**src/sv/assert_macros.svh**
```systemverilog
// Assertion macros shared by the trimap refine RTL.
// Each macro expects clk and rst_n in scope; no other dependencies.
`ifndef ASSERT_MACROS_SVH
`define ASSERT_MACROS_SVH

// Same-cycle implication, disabled during reset.
`define TRP_ASSERT_SAME(label, ante, cons) \
    label: assert property (@(posedge clk) disable iff (!rst_n) (ante) |-> (cons)) \
        else $error("trimap refine: same-cycle check failed");

// Next-cycle implication, disabled during reset.
`define TRP_ASSERT_NEXT(label, ante, cons) \
    label: assert property (@(posedge clk) disable iff (!rst_n) (ante) |=> (cons)) \
        else $error("trimap refine: next-cycle check failed");

`endif

```
**src/sv/trp_pkg.sv**
```systemverilog
// Types and constants of the trimap pixel refine block.
// No dependencies; used by trimap_pixel_refine, trp_regs, trp_chroma and trp_rules.
`default_nettype none

package trp_pkg;

    localparam int CHROMA_W = 26;   // every chroma value is positive and below 2^26
    localparam int PROD_W   = 25;
    localparam int SUM_W    = 27;
    localparam int LIMIT_W  = 9;
    localparam int ADDR_W   = 5;
    localparam int DATA_W   = 32;

    typedef logic [1:0] trp_class_t;
    localparam trp_class_t CLS_BG  = 2'd0;
    localparam trp_class_t CLS_UNK = 2'd1;
    localparam trp_class_t CLS_FG  = 2'd2;
    localparam trp_class_t CLS_BAD = 2'd3;

    typedef logic [2:0] trp_reg_idx_t;
    localparam trp_reg_idx_t REG_CB_LOW        = 3'd0;
    localparam trp_reg_idx_t REG_CB_HIGH       = 3'd1;
    localparam trp_reg_idx_t REG_CR_LOW        = 3'd2;
    localparam trp_reg_idx_t REG_CR_HIGH       = 3'd3;
    localparam trp_reg_idx_t REG_LIMIT_DEMOTE  = 3'd4;
    localparam trp_reg_idx_t REG_LIMIT_PROMOTE = 3'd5;
    localparam trp_reg_idx_t REG_LIMIT_KEEP    = 3'd6;

    // chroma scaled by 255000
    localparam logic [CHROMA_W-1:0] CHROMA_SCALE = CHROMA_W'(255000);
    localparam logic [SUM_W-1:0]    CHROMA_BIAS  = SUM_W'(32640000);

    localparam logic [PROD_W-1:0] CB_R_COEF = PROD_W'(37797);
    localparam logic [PROD_W-1:0] CB_G_COEF = PROD_W'(74203);
    localparam logic [PROD_W-1:0] CB_B_COEF = PROD_W'(112000);
    localparam logic [PROD_W-1:0] CR_R_COEF = PROD_W'(112000);
    localparam logic [PROD_W-1:0] CR_G_COEF = PROD_W'(93768);
    localparam logic [PROD_W-1:0] CR_B_COEF = PROD_W'(18214);

    localparam logic [7:0] CB_LOW_RST  = 8'd115;
    localparam logic [7:0] CB_HIGH_RST = 8'd141;
    localparam logic [7:0] CR_LOW_RST  = 8'd115;
    localparam logic [7:0] CR_HIGH_RST = 8'd143;
    localparam logic [LIMIT_W-1:0] LIMIT_DEMOTE_RST  = 9'd100;
    localparam logic [LIMIT_W-1:0] LIMIT_PROMOTE_RST = 9'd60;
    localparam logic [LIMIT_W-1:0] LIMIT_KEEP_RST    = 9'd80;

    typedef struct packed {
        logic [CHROMA_W-1:0] cb_low_s;
        logic [CHROMA_W-1:0] cb_high_s;
        logic [CHROMA_W-1:0] cr_low_s;
        logic [CHROMA_W-1:0] cr_high_s;
        logic [LIMIT_W-1:0]  limit_demote;
        logic [LIMIT_W-1:0]  limit_promote;
        logic [LIMIT_W-1:0]  limit_keep;
    } trp_cfg_t;

    // test outcomes handed from the chroma pipe to the rule stage
    typedef struct packed {
        logic       matte_zero;
        trp_class_t cls;
        logic       pass_demote;
        logic       pass_promote;
        logic       pass_keep;
    } trp_flags_t;

    function automatic logic [CHROMA_W-1:0] scale_bound(input logic [7:0] b);
        scale_bound = CHROMA_W'(b) * CHROMA_SCALE;
    endfunction

endpackage

`default_nettype wire

```
**src/sv/trp_pix_if.sv**
```systemverilog
// Pixel channel: valid/ready handshake with matte, class and RGB payload.
// Depends on nothing.
`default_nettype none

interface trp_pix_if;
    logic       valid;
    logic       ready;
    logic [7:0] matte_value;
    logic [1:0] class_in;
    logic [7:0] red;
    logic [7:0] green;
    logic [7:0] blue;

    modport source (output valid, matte_value, class_in, red, green, blue, input ready);
    modport sink   (input valid, matte_value, class_in, red, green, blue, output ready);
endinterface

`default_nettype wire

```
**src/sv/trp_cls_if.sv**
```systemverilog
// Result channel: valid/ready handshake carrying the refined class.
// Depends on nothing.
`default_nettype none

interface trp_cls_if;
    logic       valid;
    logic       ready;
    logic [1:0] class_out;

    modport source (output valid, class_out, input ready);
    modport sink   (input valid, class_out, output ready);
endinterface

`default_nettype wire

```
**src/sv/trimap_pixel_refine.sv**
```systemverilog
// Trimap pixel refine: one pixel per clock while the result side accepts. A pixel beat
// passes three chroma stages plus the rule/output register to become its class beat.
// Every stage holds its own valid bit, so a stall on the result side fills the
// empty stages before pixel.ready drops. The user must write registers through the
// APB-style port only while the pipe is empty; the block does not enforce this.
`default_nettype none

module trimap_pixel_refine
    import trp_pkg::*;
(
    input  wire logic              clk,
    input  wire logic              rst_n,
    trp_pix_if.sink                pixel,
    trp_cls_if.source              result,
    input  wire logic              psel,
    input  wire logic              penable,
    input  wire logic              pwrite,
    input  wire logic [ADDR_W-1:0] paddr,
    input  wire logic [DATA_W-1:0] pwdata,
    output logic      [DATA_W-1:0] prdata,
    output logic                   pready
);

    trp_cfg_t   cfg;
    trp_flags_t flags;
    logic       flags_valid;
    logic       flags_ready;

    trp_regs u_regs (
        .clk     (clk),
        .rst_n   (rst_n),
        .psel    (psel),
        .penable (penable),
        .pwrite  (pwrite),
        .paddr   (paddr),
        .pwdata  (pwdata),
        .prdata  (prdata),
        .pready  (pready),
        .cfg     (cfg)
    );

    trp_chroma u_chroma (
        .clk         (clk),
        .rst_n       (rst_n),
        .pixel       (pixel),
        .cfg         (cfg),
        .flags_valid (flags_valid),
        .flags_ready (flags_ready),
        .flags       (flags)
    );

    trp_rules u_rules (
        .clk         (clk),
        .rst_n       (rst_n),
        .flags_valid (flags_valid),
        .flags_ready (flags_ready),
        .flags       (flags),
        .result      (result)
    );

endmodule

`default_nettype wire

```
**src/sv/trp_regs.sv**
```systemverilog
// APB-style register file for the chroma bounds and red limits.
// Depends on trp_pkg; keeps bounds pre-scaled by 255000 for the compare stage.
`default_nettype none

module trp_regs
    import trp_pkg::*;
(
    input  wire logic              clk,
    input  wire logic              rst_n,
    input  wire logic              psel,
    input  wire logic              penable,
    input  wire logic              pwrite,
    input  wire logic [ADDR_W-1:0] paddr,
    input  wire logic [DATA_W-1:0] pwdata,
    output logic      [DATA_W-1:0] prdata,
    output logic                   pready,
    output trp_cfg_t               cfg
);

    logic [7:0]          cb_low_reg, cb_high_reg, cr_low_reg, cr_high_reg;
    logic [CHROMA_W-1:0] cb_low_s_reg, cb_high_s_reg, cr_low_s_reg, cr_high_s_reg;
    logic [LIMIT_W-1:0]  lim_dem_reg, lim_pro_reg, lim_keep_reg;
    logic [CHROMA_W-1:0] wr_scaled;
    trp_reg_idx_t        idx;
    logic                wr_en;

    assign pready    = 1'b1;
    assign idx       = paddr[ADDR_W-1:2];
    assign wr_en     = psel & penable & pwrite;
    assign wr_scaled = scale_bound(pwdata[7:0]);

    always_ff @(posedge clk or negedge rst_n)
    begin
        if (!rst_n)
        begin
            cb_low_reg    <= CB_LOW_RST;
            cb_high_reg   <= CB_HIGH_RST;
            cr_low_reg    <= CR_LOW_RST;
            cr_high_reg   <= CR_HIGH_RST;
            cb_low_s_reg  <= scale_bound(CB_LOW_RST);
            cb_high_s_reg <= scale_bound(CB_HIGH_RST);
            cr_low_s_reg  <= scale_bound(CR_LOW_RST);
            cr_high_s_reg <= scale_bound(CR_HIGH_RST);
            lim_dem_reg   <= LIMIT_DEMOTE_RST;
            lim_pro_reg   <= LIMIT_PROMOTE_RST;
            lim_keep_reg  <= LIMIT_KEEP_RST;
        end
        else if (wr_en)
        begin
            unique case (idx)
                REG_CB_LOW:
                begin
                    cb_low_reg   <= pwdata[7:0];
                    cb_low_s_reg <= wr_scaled;
                end
                REG_CB_HIGH:
                begin
                    cb_high_reg   <= pwdata[7:0];
                    cb_high_s_reg <= wr_scaled;
                end
                REG_CR_LOW:
                begin
                    cr_low_reg   <= pwdata[7:0];
                    cr_low_s_reg <= wr_scaled;
                end
                REG_CR_HIGH:
                begin
                    cr_high_reg   <= pwdata[7:0];
                    cr_high_s_reg <= wr_scaled;
                end
                REG_LIMIT_DEMOTE:  lim_dem_reg  <= pwdata[LIMIT_W-1:0];
                REG_LIMIT_PROMOTE: lim_pro_reg  <= pwdata[LIMIT_W-1:0];
                REG_LIMIT_KEEP:    lim_keep_reg <= pwdata[LIMIT_W-1:0];
                default: ;
            endcase
        end
    end

    always_comb
    begin
        unique case (idx)
            REG_CB_LOW:        prdata = DATA_W'(cb_low_reg);
            REG_CB_HIGH:       prdata = DATA_W'(cb_high_reg);
            REG_CR_LOW:        prdata = DATA_W'(cr_low_reg);
            REG_CR_HIGH:       prdata = DATA_W'(cr_high_reg);
            REG_LIMIT_DEMOTE:  prdata = DATA_W'(lim_dem_reg);
            REG_LIMIT_PROMOTE: prdata = DATA_W'(lim_pro_reg);
            REG_LIMIT_KEEP:    prdata = DATA_W'(lim_keep_reg);
            default:           prdata = '0;
        endcase
    end

    assign cfg.cb_low_s      = cb_low_s_reg;
    assign cfg.cb_high_s     = cb_high_s_reg;
    assign cfg.cr_low_s      = cr_low_s_reg;
    assign cfg.cr_high_s     = cr_high_s_reg;
    assign cfg.limit_demote  = lim_dem_reg;
    assign cfg.limit_promote = lim_pro_reg;
    assign cfg.limit_keep    = lim_keep_reg;

endmodule

`default_nettype wire

```
**src/sv/trp_chroma.sv**
```systemverilog
// Three-stage chroma pipe: constant products, chroma sums, bound compares.
// Depends on trp_pkg and trp_pix_if; hands a trp_flags_t beat to the rule stage.
`default_nettype none

module trp_chroma
    import trp_pkg::*;
(
    input  wire logic     clk,
    input  wire logic     rst_n,
    trp_pix_if.sink       pixel,
    input  wire trp_cfg_t cfg,
    output logic          flags_valid,
    input  wire logic     flags_ready,
    output trp_flags_t    flags
);

    logic adv1, adv2, adv3;
    logic v1_reg, v2_reg, v3_reg;

    // stage 1: products
    logic [PROD_W-1:0] cb_r_reg, cb_g_reg, cb_b_reg, cr_r_reg, cr_g_reg, cr_b_reg;
    logic              mz1_reg;
    trp_class_t        cls1_reg, cls_norm;
    logic [7:0]        red1_reg;

    // stage 2: chroma values
    logic [CHROMA_W-1:0] cb2_reg, cr2_reg;
    logic [SUM_W-1:0]    cb_sum, cr_sum;
    logic                mz2_reg;
    trp_class_t          cls2_reg;
    logic [7:0]          red2_reg;

    // stage 3: test outcomes
    trp_flags_t flags_reg;
    logic       chroma_ok;
    logic [LIMIT_W-1:0] red_ext;

    assign adv3        = !v3_reg || flags_ready;
    assign adv2        = !v2_reg || adv3;
    assign adv1        = !v1_reg || adv2;
    assign pixel.ready = adv1;

    always_ff @(posedge clk or negedge rst_n)
    begin
        if (!rst_n)
        begin
            v1_reg <= 1'b0;
            v2_reg <= 1'b0;
            v3_reg <= 1'b0;
        end
        else
        begin
            if (adv1)
                v1_reg <= pixel.valid;
            if (adv2)
                v2_reg <= v1_reg;
            if (adv3)
                v3_reg <= v2_reg;
        end
    end

    // class code three counts as background
    assign cls_norm = (pixel.class_in == CLS_BAD) ? CLS_BG : pixel.class_in;

    always_ff @(posedge clk)
    begin
        if (adv1)
        begin
            cb_r_reg <= PROD_W'(pixel.red)   * CB_R_COEF;
            cb_g_reg <= PROD_W'(pixel.green) * CB_G_COEF;
            cb_b_reg <= PROD_W'(pixel.blue)  * CB_B_COEF;
            cr_r_reg <= PROD_W'(pixel.red)   * CR_R_COEF;
            cr_g_reg <= PROD_W'(pixel.green) * CR_G_COEF;
            cr_b_reg <= PROD_W'(pixel.blue)  * CR_B_COEF;
            mz1_reg  <= (pixel.matte_value == 8'd0);
            cls1_reg <= cls_norm;
            red1_reg <= pixel.red;
        end
    end

    // both sums stay positive and below 2^26 for any 8-bit RGB
    assign cb_sum = CHROMA_BIAS + SUM_W'(cb_b_reg) - SUM_W'(cb_r_reg) - SUM_W'(cb_g_reg);
    assign cr_sum = CHROMA_BIAS + SUM_W'(cr_r_reg) - SUM_W'(cr_g_reg) - SUM_W'(cr_b_reg);

    always_ff @(posedge clk)
    begin
        if (adv2)
        begin
            cb2_reg  <= cb_sum[CHROMA_W-1:0];
            cr2_reg  <= cr_sum[CHROMA_W-1:0];
            mz2_reg  <= mz1_reg;
            cls2_reg <= cls1_reg;
            red2_reg <= red1_reg;
        end
    end

    assign chroma_ok = (cb2_reg >= cfg.cb_low_s) && (cb2_reg <= cfg.cb_high_s) &&
                       (cr2_reg >= cfg.cr_low_s) && (cr2_reg <= cfg.cr_high_s);
    assign red_ext   = LIMIT_W'(red2_reg);

    always_ff @(posedge clk)
    begin
        if (adv3)
        begin
            flags_reg.matte_zero   <= mz2_reg;
            flags_reg.cls          <= cls2_reg;
            flags_reg.pass_demote  <= chroma_ok && (red_ext < cfg.limit_demote);
            flags_reg.pass_promote <= chroma_ok && (red_ext < cfg.limit_promote);
            flags_reg.pass_keep    <= chroma_ok && (red_ext < cfg.limit_keep);
        end
    end

    assign flags_valid = v3_reg;
    assign flags       = flags_reg;

endmodule

`default_nettype wire

```
**src/sv/trp_rules.sv**
```systemverilog
// Rule stage: applies the three ordered class rules into the output register.
// Depends on trp_pkg, trp_cls_if and assert_macros.svh.
`default_nettype none

`include "assert_macros.svh"

module trp_rules
    import trp_pkg::*;
(
    input  wire logic       clk,
    input  wire logic       rst_n,
    input  wire logic       flags_valid,
    output logic            flags_ready,
    input  wire trp_flags_t flags,
    trp_cls_if.source       result
);

    logic       out_valid_reg;
    trp_class_t cls_reg, cls_next;
    logic       load;

    assign flags_ready = !out_valid_reg || result.ready;
    assign load        = flags_valid && flags_ready;

    // each rule sees the class the previous one left
    always_comb
    begin
        cls_next = flags.cls;
        if (flags.matte_zero && cls_next == CLS_FG && flags.pass_demote)
            cls_next = CLS_UNK;
        if (cls_next == CLS_UNK && flags.pass_promote)
            cls_next = CLS_FG;
        if (flags.matte_zero && cls_next == CLS_UNK && !flags.pass_keep)
            cls_next = CLS_BG;
    end

    always_ff @(posedge clk or negedge rst_n)
    begin
        if (!rst_n)
            out_valid_reg <= 1'b0;
        else if (flags_ready)
            out_valid_reg <= flags_valid;
    end

    always_ff @(posedge clk)
    begin
        if (load)
            cls_reg <= cls_next;
    end

    assign result.valid     = out_valid_reg;
    assign result.class_out = cls_reg;

    `TRP_ASSERT_SAME(a_no_bad_class, result.valid, result.class_out != CLS_BAD)
    `TRP_ASSERT_NEXT(a_bg_stays, load && flags.cls == CLS_BG, result.class_out == CLS_BG)
    `TRP_ASSERT_NEXT(a_fg_kept_nonzero_matte, load && flags.cls == CLS_FG && !flags.matte_zero,
                     result.class_out == CLS_FG)
    `TRP_ASSERT_NEXT(a_stall_holds, result.valid && !result.ready,
                     result.valid && $stable(result.class_out))

endmodule

`default_nettype wire
```
**src/flat_wrapper.sv**
```systemverilog
// flat-port wrapper written by rule: the top's interface ports become plain ports
module trimap_pixel_refine_flat import trp_pkg::*;
  (clk, rst_n, psel, penable, pwrite, paddr, pwdata, prdata, pready, pixel_valid, pixel_matte_value, pixel_class_in, pixel_red, pixel_green, pixel_blue, pixel_ready, result_valid, result_class_out, result_ready);
  trp_pix_if pixel_i ();
  trp_cls_if result_i ();
  input  wire logic clk;
  input  wire logic rst_n;
  input  wire logic psel;
  input  wire logic penable;
  input  wire logic pwrite;
  input  wire logic [ADDR_W-1:0] paddr;
  input  wire logic [DATA_W-1:0] pwdata;
  output logic      [DATA_W-1:0] prdata;
  output logic pready;
  input wire logic [$bits(pixel_i.valid)-1:0] pixel_valid;
  input wire logic [$bits(pixel_i.matte_value)-1:0] pixel_matte_value;
  input wire logic [$bits(pixel_i.class_in)-1:0] pixel_class_in;
  input wire logic [$bits(pixel_i.red)-1:0] pixel_red;
  input wire logic [$bits(pixel_i.green)-1:0] pixel_green;
  input wire logic [$bits(pixel_i.blue)-1:0] pixel_blue;
  output wire logic [$bits(pixel_i.ready)-1:0] pixel_ready;
  output wire logic [$bits(result_i.valid)-1:0] result_valid;
  output wire logic [$bits(result_i.class_out)-1:0] result_class_out;
  input wire logic [$bits(result_i.ready)-1:0] result_ready;
  assign pixel_i.valid = pixel_valid;
  assign pixel_i.matte_value = pixel_matte_value;
  assign pixel_i.class_in = pixel_class_in;
  assign pixel_i.red = pixel_red;
  assign pixel_i.green = pixel_green;
  assign pixel_i.blue = pixel_blue;
  assign pixel_ready = pixel_i.ready;
  assign result_valid = result_i.valid;
  assign result_class_out = result_i.class_out;
  assign result_i.ready = result_ready;
  trimap_pixel_refine u_core (.clk(clk), .rst_n(rst_n), .pixel(pixel_i), .result(result_i), .psel(psel), .penable(penable), .pwrite(pwrite), .paddr(paddr), .pwdata(pwdata), .prdata(prdata), .pready(pready));
endmodule
```
**config.mk**
```make
export PLATFORM = sky130hd
export DESIGN_NAME = trimap_pixel_refine_flat
export DESIGN_NICKNAME = d
export VERILOG_FILES = /design/src/sv/trp_pkg.sv /design/src/sv/trp_pix_if.sv /design/src/sv/trp_cls_if.sv /design/src/sv/trimap_pixel_refine.sv /design/src/sv/trp_regs.sv /design/src/sv/trp_chroma.sv /design/src/sv/trp_rules.sv /design/src/flat_wrapper.sv
export VERILOG_INCLUDE_DIRS = /design/src /design/src/sv
export SDC_FILE = /design/constraint.sdc
export NUM_CORES = 1
export LEC_CHECK = 0
export ABC_AREA = 1
export CAP_MARGIN = 25
export CORE_ASPECT_RATIO = 1.4
export CORE_MARGIN = 2
export CORE_UTILIZATION = 30
export DETAILED_ROUTE_END_ITERATION = 8
export DONT_BUFFER_PORTS = 1
export SYNTH_ARGS = -nofsm -noshare
export SYNTH_HDL_FRONTEND = slang
export SYNTH_SLANG_ARGS = --single-unit
```
**constraint.sdc**
```tcl
create_clock -name clk -period 5.45 [get_ports clk]
set_input_delay 0.545 -clock clk [delete_from_list [all_inputs] [get_ports clk]]
set_output_delay 0.545 -clock clk [all_outputs]
set_load 0.005 [all_outputs]
```
==> flow_metrics.env <==
export IMPL_status="finished clean"
export IMPL_overflow=0
export IMPL_wl_per_cell_um=16.7
export IMPL_max_freq_mhz=258
export IMPL_synthesis_area_um2=33000
export IMPL_vias=24400
export IMPL_synthCells=3733
export IMPL_fin_tns_setup_ns=0
export IMPL_die_area_um2=113000
export IMPL_final_util=0.331
export IMPL_mostFrequentLayoutCells="inv_1, nand2_1, ha_1"
export IMPL_vdd_drop_max_mv=0.467
export IMPL_postCtsSetupBuffers=0
export IMPL_post_route_period_util=0.710
export IMPL_vias_per_cell=4.65
export IMPL_drive_above_1_share=0.0504
export IMPL_intPower_mw=11.9
export IMPL_fin_crit_ns=3.87
export IMPL_pre_cts_ws_ns=1.01
export IMPL_hpwl_um=72800
export IMPL_synth_cell_types=53
export IMPL_hold_path_class="in -> reg"
export IMPL_synth_seq_cells=354
export IMPL_dr_pass1_iters=7
export IMPL_cp_end_kind="register"
export IMPL_insertedDiodeCount=0
export IMPL_clk_latency_ns=0.59
export IMPL_path_max_fanout=9
export IMPL_maxSlewViolCount=0
export IMPL_p_clk_frac=0.118
export IMPL_largest_reg_flops=26
export IMPL_ys_seq_area_frac=0.302
export IMPL_min_delay_path_depth=0
export IMPL_p_leak_nw=18.1
export IMPL_critPathLaunchType="input port"
export IMPL_fp_dieH_um=396
export IMPL_initial_core_util=0.303
export IMPL_stdcell_area_um2=36000
export IMPL_finalHoldViolations=0
export IMPL_rsz0062_at_grt="false"
export IMPL_clk_pin_slew_ns=0.06
export IMPL_power_density_nw_per_um2=662
export IMPL_postSynthAreaPerCell_um2=8.84
export IMPL_finalWirelength_um=87400
export IMPL_combPwrFrac=0.656
export IMPL_core_area_um2=109000
export IMPL_synth_top_flop_cell="edfxtp_1"
export IMPL_grt_pass1_wl_um=138000
export IMPL_nets=4588
export IMPL_rows=143
export IMPL_timing_hold_ws_ns=0.0656
export IMPL_io_buffers=0
export IMPL_first_iter_violations=1264
export IMPL_layout_commonest_cell="inv_1"
export IMPL_critical_path_class="in -> reg"
export IMPL_cts_tree="built"
export IMPL_htreeDepth=2
export IMPL_grt_start_max_net_pins=152
export IMPL_cts_buffers=41
export IMPL_async_flop_share=0.427
export IMPL_cts_hold_buf=2
export IMPL_fin_skew_ns=0.0383
export IMPL_die_w_um=284
export IMPL_cts_buffer_depth=3
export IMPL_clkSinkCount=354
export IMPL_num_io_pins=115
export IMPL_worstMarginPinSlew_ns=1.06
export IMPL_reg2regPathDepth=9
export IMPL_placed_area_um2=34600
export IMPL_switching_power_mw=11.9
export IMPL_cts_root_buffer="clkbuf_16"
export IMPL_postRouteAntennaNets=0
export IMPL_postCtsResizedCells=0
export IMPL_drc=0
export IMPL_finalSetupViolCount=0
export IMPL_globalplace_congestion=0.941
export IMPL_pwr_share_seq=0.226
export IMPL_maxCapViolCount=0
export IMPL_synthToLayoutAreaGrowth_pct=9.21
export IMPL_max_slew_margin=0.288
export IMPL_synth_edff_count=203
export IMPL_sw_frac_of_total=0.499
export IMPL_grt_pass1_vias=25100
export IMPL_final_setup_worst_slack_ns=1.58
export IMPL_antenna_found_initial=0
export IMPL_ys_warn_count=0
export IMPL_cp_required_ns=5.75
export IMPL_arrival_ns=4.17
export IMPL_grt_usage=0.157
-- Yosys cell counts, types with 4 or more instances --
| cell type | number | area [µm²] |
|---|---|---|
| o2111ai_1 | 6 | 52.6 |
| o21ai_2 | 9 | 78.8 |
| buf_4 | 25 | 188 |
| o211ai_1 | 9 | 67.6 |
| nand4_1 | 31 | 194 |
| nand3_1 | 154 | 771 |
| o21ai_0 | 187 | 936 |
| o21a_1 | 10 | 75.1 |
| a21o_1 | 32 | 240 |
| a21boi_0 | 8 | 60.1 |
| a221oi_1 | 9 | 78.8 |
| fa_1 | 182 | 3640 |
| xnor2_1 | 45 | 394 |
| nor4_1 | 6 | 37.5 |
| o21ai_1 | 21 | 105 |
| o22ai_1 | 8 | 50.1 |
| o21bai_1 | 20 | 150 |
| dfrtp_1 | 75 | 1880 |
| buf_2 | 14 | 70.1 |
| inv_1 | 716 | 2690 |
| nor2_1 | 227 | 852 |
| dfstp_2 | 76 | 2000 |
| nor3_1 | 31 | 155 |
| a211oi_1 | 4 | 30.0 |
| ha_1 | 570 | 7130 |
| xor2_1 | 99 | 867 |
| or2_2 | 8 | 50.1 |
| a31oi_1 | 13 | 81.3 |
| clkbuf_1 | 5 | 18.8 |
| nand2_1 | 686 | 2570 |
| edfxtp_1 | 203 | 6100 |
| a21oi_1 | 190 | 951 |
| nand3b_1 | 17 | 128 |
-- worst max-delay path, cell delays in order --
cell	delay, ns
fa_1	0.52
xnor2_1	0.28
inv_1	0.09
ha_1	0.18
a21oi_1	0.21
fa_1	0.48
fa_1	0.56
inv_1	0.05
ha_1	0.37
inv_1	0.05
o21ai_0	0.32
a21oi_1	0.13
nand3_1	0.15
a21oi_1	0.09
xnor2_1	0.15
-- path summary, 6_finish.rpt --
| path | startpoint | end | slack [ns] |
|---|---|---|---|
| hold reg to reg | u_core.u_chroma.cls1_reg[0] | u_core.u_chroma.cls2_reg[0] | 0.42 |
| setup / recovery | pixel_green[5] | u_core.u_chroma.cr_g_reg[24] | 1.58 |
| max in group asynchronous | rst_n | u_core.u_rules.result.valid | 4.09 |
| min in group asynchronous | rst_n | u_core.u_regs.lim_dem_reg[0] | 0.67 |
| setup reg to reg | u_core.u_chroma.cr_r_reg[19] | u_core.u_chroma.cr2_reg[24] | 2.11 |
| hold / removal | pixel_red[1] | u_core.u_chroma.red1_reg[1] | 0.07 |
-- area by class of cell --
type / instances / area (µm²)
fillers: 11400 / 72800
multi-input cells: 2631 / 20100
flip-flops and latches: 354 / 9970
inverters: 721 / 2710
well taps: 1450 / 1810
clock buffers: 50 / 1090
clock inverters: 25 / 262
repair buffers: 9 / 103
-- metal layers --
metal  track usage  vias up  routed length [µm]
met5             0        -                   0
met2         0.293      407               45200
met3        0.0188      165                2680
met4        0.0882        0                5600
met1         0.170    11600               33900
li1              -    12200                   -
-- metrics by stage --
step / cells / power (mW)
2_1_floorplan: 3755 / 16.4
3_3_place_gp: 5162 / 20.9
3_5_place_dp: 5163 / 21.0
4_1_cts: 5240 / 24.0
5_1_grt: 5240 / 26.3
6_report: 5240 / 23.9
-- power groups by stage --
stage	sequential, mW	clock (mW)	combinational (mW)
2_1_floorplan	5.05	0	11.3
3_3_place_gp	5.44	0	15.5
3_5_place_dp	5.46	0	15.6
4_1_cts	5.42	2.90	15.7
5_1_grt	5.48	2.99	17.8
6_report	5.39	2.81	15.7
-- logic make-up (layout without fill, tap and decap cells) --
group / after synthesis / count (layout) / share of synthesized area
fa+ha+maj: 752 / 752 / 0.327
flops: 354 / 354 / 0.302
buf+inv: 770 / 805 / 0.0920
compound gates: 534 / 534 / 0.0918
other cells: 2 / 24 / 0.000228
simple gates: 1177 / 1177 / 0.149
xor+xnor: 144 / 144 / 0.0382
(Power assumes the default switching activity.)
